--- src/rtl/sfc_pkg.sv ---
`default_nettype none
// ----------------------------------------------------------------------------
// sfc_pkg
// Shared types, codes and the CRC-16 step for the serial frame checker.
// ----------------------------------------------------------------------------
package sfc_pkg;

    typedef enum logic [1:0] {
        KIND_PAYLOAD = 2'd0,
        KIND_ACK     = 2'd1,
        KIND_ERROR   = 2'd2
    } kind_t;

    typedef enum logic [1:0] {
        ERR_NONE   = 2'd0,
        ERR_LENGTH = 2'd1,
        ERR_CRC    = 2'd2,
        ERR_SYNC   = 2'd3
    } err_t;

    typedef enum logic [1:0] {
        ST_IDLE,
        ST_PAYLOAD,
        ST_ACK,
        ST_ERROR
    } state_t;

    // Control strobes from the sequencer to the frame store.
    typedef struct packed {
        logic wr_en;
        logic rd_en;
    } mem_ctl_t;

    localparam int MIN_FRAME     = 5;
    localparam int PAYLOAD_START = 2;   // length byte and sequence byte come first
    localparam int TAIL_LEN      = 3;   // CRC high, CRC low, sync byte

    localparam logic [15:0] CRC_INIT   = 16'hFFFF;
    localparam logic [7:0]  SYNC_RESET = 8'h7E;
    localparam logic [7:0]  SEQ_MASK   = 8'h0F;
    localparam logic [7:0]  ACK_MARK   = 8'h10;
    localparam logic [7:0]  ACK_LEN    = 8'd5;

    // Positions of the bytes within the acknowledge frame.
    localparam int ACK_POS_LEN    = 0;
    localparam int ACK_POS_SEQ    = 1;
    localparam int ACK_POS_CRC_HI = 2;
    localparam int ACK_POS_CRC_LO = 3;
    localparam int ACK_POS_SYNC   = 4;

    // One byte of the reflected CCITT CRC (polynomial 0x8408).
    function automatic logic [15:0] crc_feed(input logic [15:0] crc, input logic [7:0] data);
        logic [7:0] b;
        b = data ^ crc[7:0];
        b = b ^ {b[3:0], 4'b0000};
        return {b, crc[15:8]} ^ {12'b0, b[7:4]} ^ {5'b0, b, 3'b000};
    endfunction

endpackage
`default_nettype wire

--- src/rtl/sfc_frame_mem.sv ---
`default_nettype none
// ----------------------------------------------------------------------------
// sfc_frame_mem
// Frame store: one write port and one read port with registered read data.
// ----------------------------------------------------------------------------
module sfc_frame_mem #(
    parameter int DEPTH = 64,
    parameter int AW    = 6
) (
    input  wire logic              clk,
    input  wire sfc_pkg::mem_ctl_t ctl,
    input  wire logic [AW-1:0]     waddr,
    input  wire logic [7:0]        wdata,
    input  wire logic [AW-1:0]     raddr,
    output logic [7:0]             rdata
);
    import sfc_pkg::*;

    logic [7:0] frame_ram [DEPTH];
    logic [7:0] rdata_reg;

    always_ff @(posedge clk)
    begin
        if (ctl.wr_en)
        begin
            frame_ram[waddr] <= wdata;
        end
        if (ctl.rd_en)
        begin
            rdata_reg <= frame_ram[raddr];
        end
    end

    assign rdata = rdata_reg;

endmodule
`default_nettype wire

--- src/rtl/sfc_ctrl.sv ---
`default_nettype none
// ----------------------------------------------------------------------------
// sfc_ctrl
// Framing sequencer: tracks position, length and CRC, writes bytes to the
// frame store, and reads the payload back out followed by the acknowledge, or gives an error result.
// ----------------------------------------------------------------------------
module sfc_ctrl #(
    parameter int MAX_FRAME = 64,
    parameter int AW        = 6,
    parameter int LW        = 7
) (
    input  wire logic              clk,
    input  wire logic              rst_n,
    input  wire logic              in_valid,
    output logic                   in_stall,
    input  wire logic [7:0]        rx_byte,
    input  wire logic [7:0]        sync_value,
    output sfc_pkg::mem_ctl_t      mem_ctl,
    output logic [AW-1:0]          mem_waddr,
    output logic [7:0]             mem_wdata,
    output logic [AW-1:0]          mem_raddr,
    input  wire logic [7:0]        mem_rdata,
    output logic                   out_valid,
    input  wire logic              out_stall,
    output logic [1:0]             out_kind,
    output logic [7:0]             out_data,
    output logic [1:0]             error_code,
    output logic                   last
);
    import sfc_pkg::*;

    localparam int CW = LW + 1;

    state_t         state_reg, state_next;
    logic           hunting_reg, hunting_next;
    logic [AW-1:0]  pos_reg, pos_next;
    logic [LW-1:0]  len_reg, len_next;
    logic [15:0]    crc_reg, crc_next;
    logic [7:0]     b1_reg, b1_next;
    logic [7:0]     b2_reg, b2_next;
    logic [7:0]     seq_reg, seq_next;
    logic [AW-1:0]  idx_reg, idx_next;
    err_t           err_reg, err_next;

    logic           out_valid_reg, out_valid_next;
    kind_t          out_kind_reg, out_kind_next;
    logic [7:0]     out_data_reg, out_data_next;
    err_t           out_err_reg, out_err_next;
    logic           out_last_reg, out_last_next;

    logic           accept;
    logic           out_free;
    logic [LW-1:0]  len_eff;
    logic [CW-1:0]  pos_ext;
    logic [CW-1:0]  len_ext;
    logic           bad_len;
    logic           complete;
    logic           fail;
    err_t           fail_code;
    logic [7:0]     ack_seq;
    logic [15:0]    ack_crc;

    assign accept   = in_valid && (state_reg == ST_IDLE);
    assign in_stall = (state_reg != ST_IDLE);
    assign out_free = !out_valid_reg || !out_stall;

    assign ack_seq = ((seq_reg + 8'd1) & SEQ_MASK) | ACK_MARK;
    assign ack_crc = crc_feed(crc_feed(CRC_INIT, ACK_LEN), ack_seq);

    assign bad_len  = (rx_byte < 8'(MIN_FRAME)) || (9'(rx_byte) > 9'(MAX_FRAME));
    assign len_eff  = (pos_reg == '0) ? rx_byte[LW-1:0] : len_reg;
    assign pos_ext  = CW'(pos_reg);
    assign len_ext  = CW'(len_eff);
    assign complete = (pos_ext + CW'(1) == len_ext);

    always_ff @(posedge clk or negedge rst_n)
    begin
        if (!rst_n)
        begin
            state_reg     <= ST_IDLE;
            hunting_reg   <= 1'b0;
            pos_reg       <= '0;
            len_reg       <= '0;
            crc_reg       <= CRC_INIT;
            idx_reg       <= '0;
            out_valid_reg <= 1'b0;
        end
        else
        begin
            state_reg     <= state_next;
            hunting_reg   <= hunting_next;
            pos_reg       <= pos_next;
            len_reg       <= len_next;
            crc_reg       <= crc_next;
            idx_reg       <= idx_next;
            out_valid_reg <= out_valid_next;
        end
    end

    always_ff @(posedge clk)
    begin
        b1_reg       <= b1_next;
        b2_reg       <= b2_next;
        seq_reg      <= seq_next;
        err_reg      <= err_next;
        out_kind_reg <= out_kind_next;
        out_data_reg <= out_data_next;
        out_err_reg  <= out_err_next;
        out_last_reg <= out_last_next;
    end

    always_comb
    begin
        state_next     = state_reg;
        hunting_next   = hunting_reg;
        pos_next       = pos_reg;
        len_next       = len_reg;
        crc_next       = crc_reg;
        b1_next        = b1_reg;
        b2_next        = b2_reg;
        seq_next       = seq_reg;
        idx_next       = idx_reg;
        err_next       = err_reg;
        out_kind_next  = out_kind_reg;
        out_data_next  = out_data_reg;
        out_err_next   = out_err_reg;
        out_last_next  = out_last_reg;
        out_valid_next = out_valid_reg && out_stall;
        mem_ctl        = '0;
        mem_waddr      = pos_reg;
        mem_wdata      = rx_byte;
        mem_raddr      = AW'(PAYLOAD_START);
        fail           = 1'b0;
        fail_code      = ERR_NONE;

        case (state_reg)
            ST_IDLE:
            begin
                if (accept)
                begin
                    if (hunting_reg)
                    begin
                        if (rx_byte == sync_value)
                        begin
                            hunting_next = 1'b0;
                        end
                    end
                    else if ((pos_reg == '0) && bad_len)
                    begin
                        fail      = 1'b1;
                        fail_code = ERR_LENGTH;
                    end
                    else
                    begin
                        mem_ctl.wr_en = 1'b1;
                        len_next      = len_eff;
                        b1_next       = rx_byte;
                        b2_next       = b1_reg;
                        pos_next      = pos_reg + AW'(1);
                        if (pos_reg == AW'(1))
                        begin
                            seq_next = rx_byte;
                        end
                        if (pos_ext + CW'(TAIL_LEN) < len_ext)
                        begin
                            crc_next = crc_feed(crc_reg, rx_byte);
                        end
                        if (complete)
                        begin
                            // The CRC field is never fed, so crc_reg is final here.
                            if (rx_byte != sync_value)
                            begin
                                fail      = 1'b1;
                                fail_code = ERR_SYNC;
                            end
                            else if ({b2_reg, b1_reg} != crc_reg)
                            begin
                                fail      = 1'b1;
                                fail_code = ERR_CRC;
                            end
                            else
                            begin
                                pos_next = '0;
                                crc_next = CRC_INIT;
                                if (len_ext > CW'(MIN_FRAME))
                                begin
                                    mem_ctl.rd_en = 1'b1;
                                    mem_raddr     = AW'(PAYLOAD_START);
                                    idx_next      = AW'(PAYLOAD_START);
                                    state_next    = ST_PAYLOAD;
                                end
                                else
                                begin
                                    idx_next   = '0;
                                    state_next = ST_ACK;
                                end
                            end
                        end
                    end

                    if (fail)
                    begin
                        pos_next     = '0;
                        crc_next     = CRC_INIT;
                        hunting_next = (rx_byte != sync_value);
                        err_next     = fail_code;
                        state_next   = ST_ERROR;
                    end
                end
            end

            ST_PAYLOAD:
            begin
                // Read data for idx_reg is always registered and held until the next read.
                if (out_free)
                begin
                    out_valid_next = 1'b1;
                    out_kind_next  = KIND_PAYLOAD;
                    out_data_next  = mem_rdata;
                    out_err_next   = ERR_NONE;
                    out_last_next  = 1'b0;
                    if (CW'(idx_reg) + CW'(1 + TAIL_LEN) < CW'(len_reg))
                    begin
                        mem_ctl.rd_en = 1'b1;
                        mem_raddr     = idx_reg + AW'(1);
                        idx_next      = idx_reg + AW'(1);
                    end
                    else
                    begin
                        idx_next   = '0;
                        state_next = ST_ACK;
                    end
                end
            end

            ST_ACK:
            begin
                if (out_free)
                begin
                    out_valid_next = 1'b1;
                    out_kind_next  = KIND_ACK;
                    out_err_next   = ERR_NONE;
                    out_last_next  = 1'b0;
                    idx_next       = idx_reg + AW'(1);
                    case (idx_reg)
                        AW'(ACK_POS_LEN):    out_data_next = ACK_LEN;
                        AW'(ACK_POS_SEQ):    out_data_next = ack_seq;
                        AW'(ACK_POS_CRC_HI): out_data_next = ack_crc[15:8];
                        AW'(ACK_POS_CRC_LO): out_data_next = ack_crc[7:0];
                        default:
                        begin
                            out_data_next = sync_value;
                            out_last_next = 1'b1;
                            idx_next      = '0;
                            state_next    = ST_IDLE;
                        end
                    endcase
                end
            end

            ST_ERROR:
            begin
                if (out_free)
                begin
                    out_valid_next = 1'b1;
                    out_kind_next  = KIND_ERROR;
                    out_data_next  = 8'd0;
                    out_err_next   = err_reg;
                    out_last_next  = 1'b1;
                    state_next     = ST_IDLE;
                end
            end

            default:
            begin
                state_next = ST_IDLE;
            end
        endcase
    end

    assign out_valid  = out_valid_reg;
    assign out_kind   = out_kind_reg;
    assign out_data   = out_data_reg;
    assign error_code = out_err_reg;
    assign last       = out_last_reg;

endmodule
`default_nettype wire

--- src/rtl/serial_frame_checker_with_ack_top.sv ---
`default_nettype none
// ----------------------------------------------------------------------------
// serial_frame_checker_with_ack_top
// Length-prefixed frame receiver with CRC-16 check and acknowledge output.
// ----------------------------------------------------------------------------
// A byte that causes no result does not stall the input; the next byte is taken at once.
// A byte that causes an error goes through the ERROR state, then the output register.
// A good frame of length L gives L-5 payload items read from the frame store, then 5
// ACK items, one per cycle unless the output stalls; the first goes through the state
// and output registers after the sync byte, and input stalls until the last ACK item.
// Reset clears framing state and sets the sync byte to 0x7E; the store is not cleared.
module serial_frame_checker_with_ack_top #(
    parameter int MAX_FRAME = 64
) (
    input  wire logic        clk,
    input  wire logic        rst_n,
    input  wire logic        cfg_wr_en,
    input  wire logic [7:0]  cfg_wr_data,
    input  wire logic        in_valid,
    output logic             in_stall,
    input  wire logic [7:0]  rx_byte,
    output logic             out_valid,
    input  wire logic        out_stall,
    output logic [1:0]       out_kind,
    output logic [7:0]       out_data,
    output logic [1:0]       error_code,
    output logic             last
);
    import sfc_pkg::*;

    localparam int AW = $clog2(MAX_FRAME);
    localparam int LW = $clog2(MAX_FRAME + 1);

    logic [7:0]     sync_reg;
    mem_ctl_t       mem_ctl;
    logic [AW-1:0]  mem_waddr;
    logic [AW-1:0]  mem_raddr;
    logic [7:0]     mem_wdata;
    logic [7:0]     mem_rdata;

    always_ff @(posedge clk or negedge rst_n)
    begin
        if (!rst_n)
        begin
            sync_reg <= SYNC_RESET;
        end
        else if (cfg_wr_en)
        begin
            sync_reg <= cfg_wr_data;
        end
    end

    sfc_ctrl #(
        .MAX_FRAME (MAX_FRAME),
        .AW        (AW),
        .LW        (LW)
    ) u_ctrl (
        .clk        (clk),
        .rst_n      (rst_n),
        .in_valid   (in_valid),
        .in_stall   (in_stall),
        .rx_byte    (rx_byte),
        .sync_value (sync_reg),
        .mem_ctl    (mem_ctl),
        .mem_waddr  (mem_waddr),
        .mem_wdata  (mem_wdata),
        .mem_raddr  (mem_raddr),
        .mem_rdata  (mem_rdata),
        .out_valid  (out_valid),
        .out_stall  (out_stall),
        .out_kind   (out_kind),
        .out_data   (out_data),
        .error_code (error_code),
        .last       (last)
    );

    sfc_frame_mem #(
        .DEPTH (MAX_FRAME),
        .AW    (AW)
    ) u_mem (
        .clk   (clk),
        .ctl   (mem_ctl),
        .waddr (mem_waddr),
        .wdata (mem_wdata),
        .raddr (mem_raddr),
        .rdata (mem_rdata)
    );

endmodule
`default_nettype wire

--- config.mk ---
export PLATFORM = sky130hd
export DESIGN_NAME = serial_frame_checker_with_ack_top
export DESIGN_NICKNAME = d
export VERILOG_FILES = /design/src/rtl/sfc_pkg.sv /design/src/rtl/sfc_frame_mem.sv /design/src/rtl/sfc_ctrl.sv /design/src/rtl/serial_frame_checker_with_ack_top.sv
export SDC_FILE = /design/constraint.sdc
export NUM_CORES = 1
export LEC_CHECK = 0
export ABC_AREA = 1
export ABC_CLOCK_PERIOD_IN_PS = 2900
export BUFFER_PORTS_ARGS = -buffer_cell sky130_fd_sc_hd__buf_4
export CORE_ASPECT_RATIO = 1.5
export CORE_UTILIZATION = 42
export DETAILED_ROUTE_END_ITERATION = 16
export PLACE_DENSITY_LB_ADDON = 0.15
export SLEW_MARGIN = 20
export SYNTH_ARGS = -nofsm -noshare
export SYNTH_HDL_FRONTEND = slang
export SYNTH_SLANG_ARGS = --single-unit
--- constraint.sdc ---
create_clock -name clk -period 2.9 [get_ports clk]
set_input_delay 0.435 -clock clk [delete_from_list [all_inputs] [get_ports clk]]
set_output_delay 0.435 -clock clk [all_outputs]
set_load 0.05 [all_outputs]
==> out/results.ini <==
[floorplan]
row_count = 116
die_w_um = 215
coreArea_um2 = 67100
start_util_pct = 42.7
io_pins = 36
dieArea_um2 = 69200
fp.dieH_um = 322

[sta]
tightest_slew_ns = 1.01
slew_headroom_pct = 32.6
skew_ns = 0.0186
rsz0062_at_grt = true
setup_violations = 8
period_minus_slack_ns = 3.10
whs_ns = 0.0301
hold_viol = 0
period_share_pct = 107
setup_ws_ns = -0.195
final_max_slew_viol_count = 0
fmax_mhz = 323

[power]
power_leakage_nw = 15.1
ir_drop_uv = 662
p_per_area_nw_per_um2 = 867

[clocking]
clk_path_buf_depth = 3
cts.sinks = 602
cts.htree.levels = 2
path_clk_slew_ns = 0.06
cts_buffers = 58
worstSkewPairLatency_ns = 0.65
cts_tree = done
cts_root_buf = clkbuf_16

[synthesis]
synthCells = 2846
ys_warn_count = 0
synth_cell_types = 47
synth_nets = 2894
yosys-top-cells-area = edfxtp_1 (58%), nand3_1 (8.3%), inv_1 (7.1%), nand2_1 (5.8%), nand4_1 (4.9%)
synth_flop_cell = edfxtp_1
syn_avg_cell_area_um2 = 10.1
yosysSeqAreaShare_pct = 62.4
synth_top_cell_area_share_pct = 58.2
synth_area_um2 = 28600
synth_edf_count = 555
yosysTopAreaCell = edfxtp_1
synth-seq-cells = 602
synthArstFlopShare_pct = 7.81

[route]
drc_errors = 0
vias_per_cell = 5.41
ant_nets = 0
routed_wl_mm = 90.7
post_drt_wl_per_cell_um = 22.6
vias = 21700
first_pass_iters = 6
drtIter0Drc = 1962

[grt]
grt_max_degree = 66
track_usage_pct = 25.7
grt-ovfl-total = 0
grt_pass1_wl_mm = 133
antenna_found_initial = 2
grt_pass1_vias = 21500

[place]
pre_cts_ws_ns = -0.641
dp_cells = 3835
dpl.hpwl_mm = 57.0
gp_congestion = 0.936
portBuffers = 35

[critical_path]
rrSetupSlack_ns = -0.20
crit_required_ns = 3.41
r2r_start = u_ctrl.idx_reg[3]
reg2reg_to = u_mem.rdata[1]
reg2reg_depth = 18
arrival_ns = 3.61
path_class = reg -> reg
path_max_fanout = 16
cp-start-kind = flip-flop
crit_path_end_kind = flip-flop
worstSetupEndpoint = u_mem.rdata[1]
startpoint = u_ctrl.idx_reg[3]

[cells_and_area]
syn_to_final_growth_pct = 24.6
mostFrequentLayoutCells = edfxtp_1 (555), inv_1 (541), nand2_1 (428), nand3_1 (346), buf_4 (225)
layoutNonFillerInstCount = 4008
drive_gt1_share_pct = 21.3
finalNetCount = 3124
fillers = 6001
mostFrequentLayoutCell = edfxtp_1
largest_reg_flops = 512
diodes = 0

[outcome]
status = complete, but fails checks
violations = negative setup slack

[job]
cap_violations = 0

[worst_hold_path]
hp-class = in -> reg

-- cell type report --
type / instances / area (um^2) / share of cell area (%)
Inverter: 553 / 2090 / 5.85
Timing Repair Buffer: 331 / 3690 / 10.3
Tap cell: 885 / 1110 / 3.10
Clock buffer: 67 / 1520 / 4.25
Multi-Input combinational cell: 1530 / 8930 / 25.0
Sequential cell: 602 / 17900 / 50.1
Clock inverter: 40 / 462 / 1.29
-- how the worst min path moves through the flow --
stage	from	to	depth (start not counted)
after floorplan	rst_n	sync_reg[0]	0
after global placement	u_ctrl.b1_reg[2]	u_ctrl.b2_reg[2]	0
after detailed placement	u_ctrl.b1_reg[0]	u_ctrl.b2_reg[0]	0
after CTS	cfg_wr_data[6]	sync_reg[6]	2
after global routing	cfg_wr_data[6]	sync_reg[6]	2
final	cfg_wr_data[2]	sync_reg[2]	3
-- cell usage after synthesis, types with 2 or more instances --
cell type and number:
edfxtp_1 555, inv_1 544, nand3_1 475, nand2_1 441, nand4_1 223, nor2_1 119
clkbuf_1 81, o21ai_0 76, buf_2 59, xnor2_1 32, ha_1 27, dfrtp_1 25
dfstp_2 22, o211ai_1 18, xor2_1 18, a21oi_1 16, buf_1 13, nand2_2 12
a21oi_2 10, inv_2 8, o21ai_2 8, nor3_1 5, o22ai_1 5, buf_4 4
buf_6 4, mux2_2 4, nor2_2 4, or2_2 4, a31oi_1 3, mux2i_1 3
nor2_4 3, o21ai_1 3, a211oi_1 2, a221oi_1 2, nand2_4 2, nand3_2 2
nand3_4 2, nand3b_1 2, o311ai_0 2
-- critical path: stages, from the launching register on --
cell     delay [ns]
dfrtp_1        0.41
ha_2           0.20
nand2_1        0.06
nor2_2         0.14
ha_4           0.22
nand2_2        0.06
nand3_2        0.07
a31oi_4        0.24
buf_6          0.14
nand3_4        0.12
nor2_4         0.22
inv_2          0.10
buf_12         0.16
buf_6          0.17
nand3_1        0.18
nand3_2        0.13
nand3_4        0.10
nand3_4        0.14
nand2_2        0.09
-- layer usage --
layer  wire (um)  up-vias  track usage [%]
met5          27        -                0
met4        4350        4             11.9
met3        4920      209             3.13
met2       46300      779             45.8
met1       35100    10600             31.0
li1            -    10100                -
-- stage by stage --
step	power [W]	instance area [um^2]	utilization [%]	setup TNS [ns]
2_1_floorplan	0.0172	28600	-	0
6_report	0.0309	35700	53.2	-1.26
3_3_place_gp	0.0213	31600	47.2	-4.88
5_1_grt	0.0323	35700	53.2	-2.28
4_1_cts	0.0304	34500	51.5	-1.43
3_5_place_dp	0.0214	31600	47.2	-4.67
-- report_power, final --
group | total (W) | internal (W) | leakage [nW] | switching (W)
clock network | 0.00801 | 0.00463 | 0.952 | 0.00339
registers | 0.0106 | 0.0102 | 5.56 | 0.000386
logic | 0.0123 | 0.00455 | 8.59 | 0.00778
total | 0.0309 | 0.0194 | 15.1 | 0.0116
-- repair_timing --
item                                    4_1_cts  5_1_grt
pin swaps                                    20       28
resized for setup                            89      158
endpoints found under the setup margin        8       20
setup buffers                                17       30
hold endpoints to repair                     25        0
hold buffers                                  1        0
gates cloned                                 12       10
-- logic make-up (layout without fill, tap and decap cells) --
kind of cell / after synthesis / after routing / synth area share, %
buffers and inverters: 714 / 991 / 9.79
muxes: 7 / 7 / 0.262
AOI/OAI and AO/OA: 150 / 150 / 3.24
xor gates and xnor gates: 50 / 50 / 1.53
and+or+nand+nor: 1296 / 1296 / 21.5
DFF: 602 / 602 / 62.4
adders and majority gates: 27 / 27 / 1.18
(Power assumes the default switching activity.)
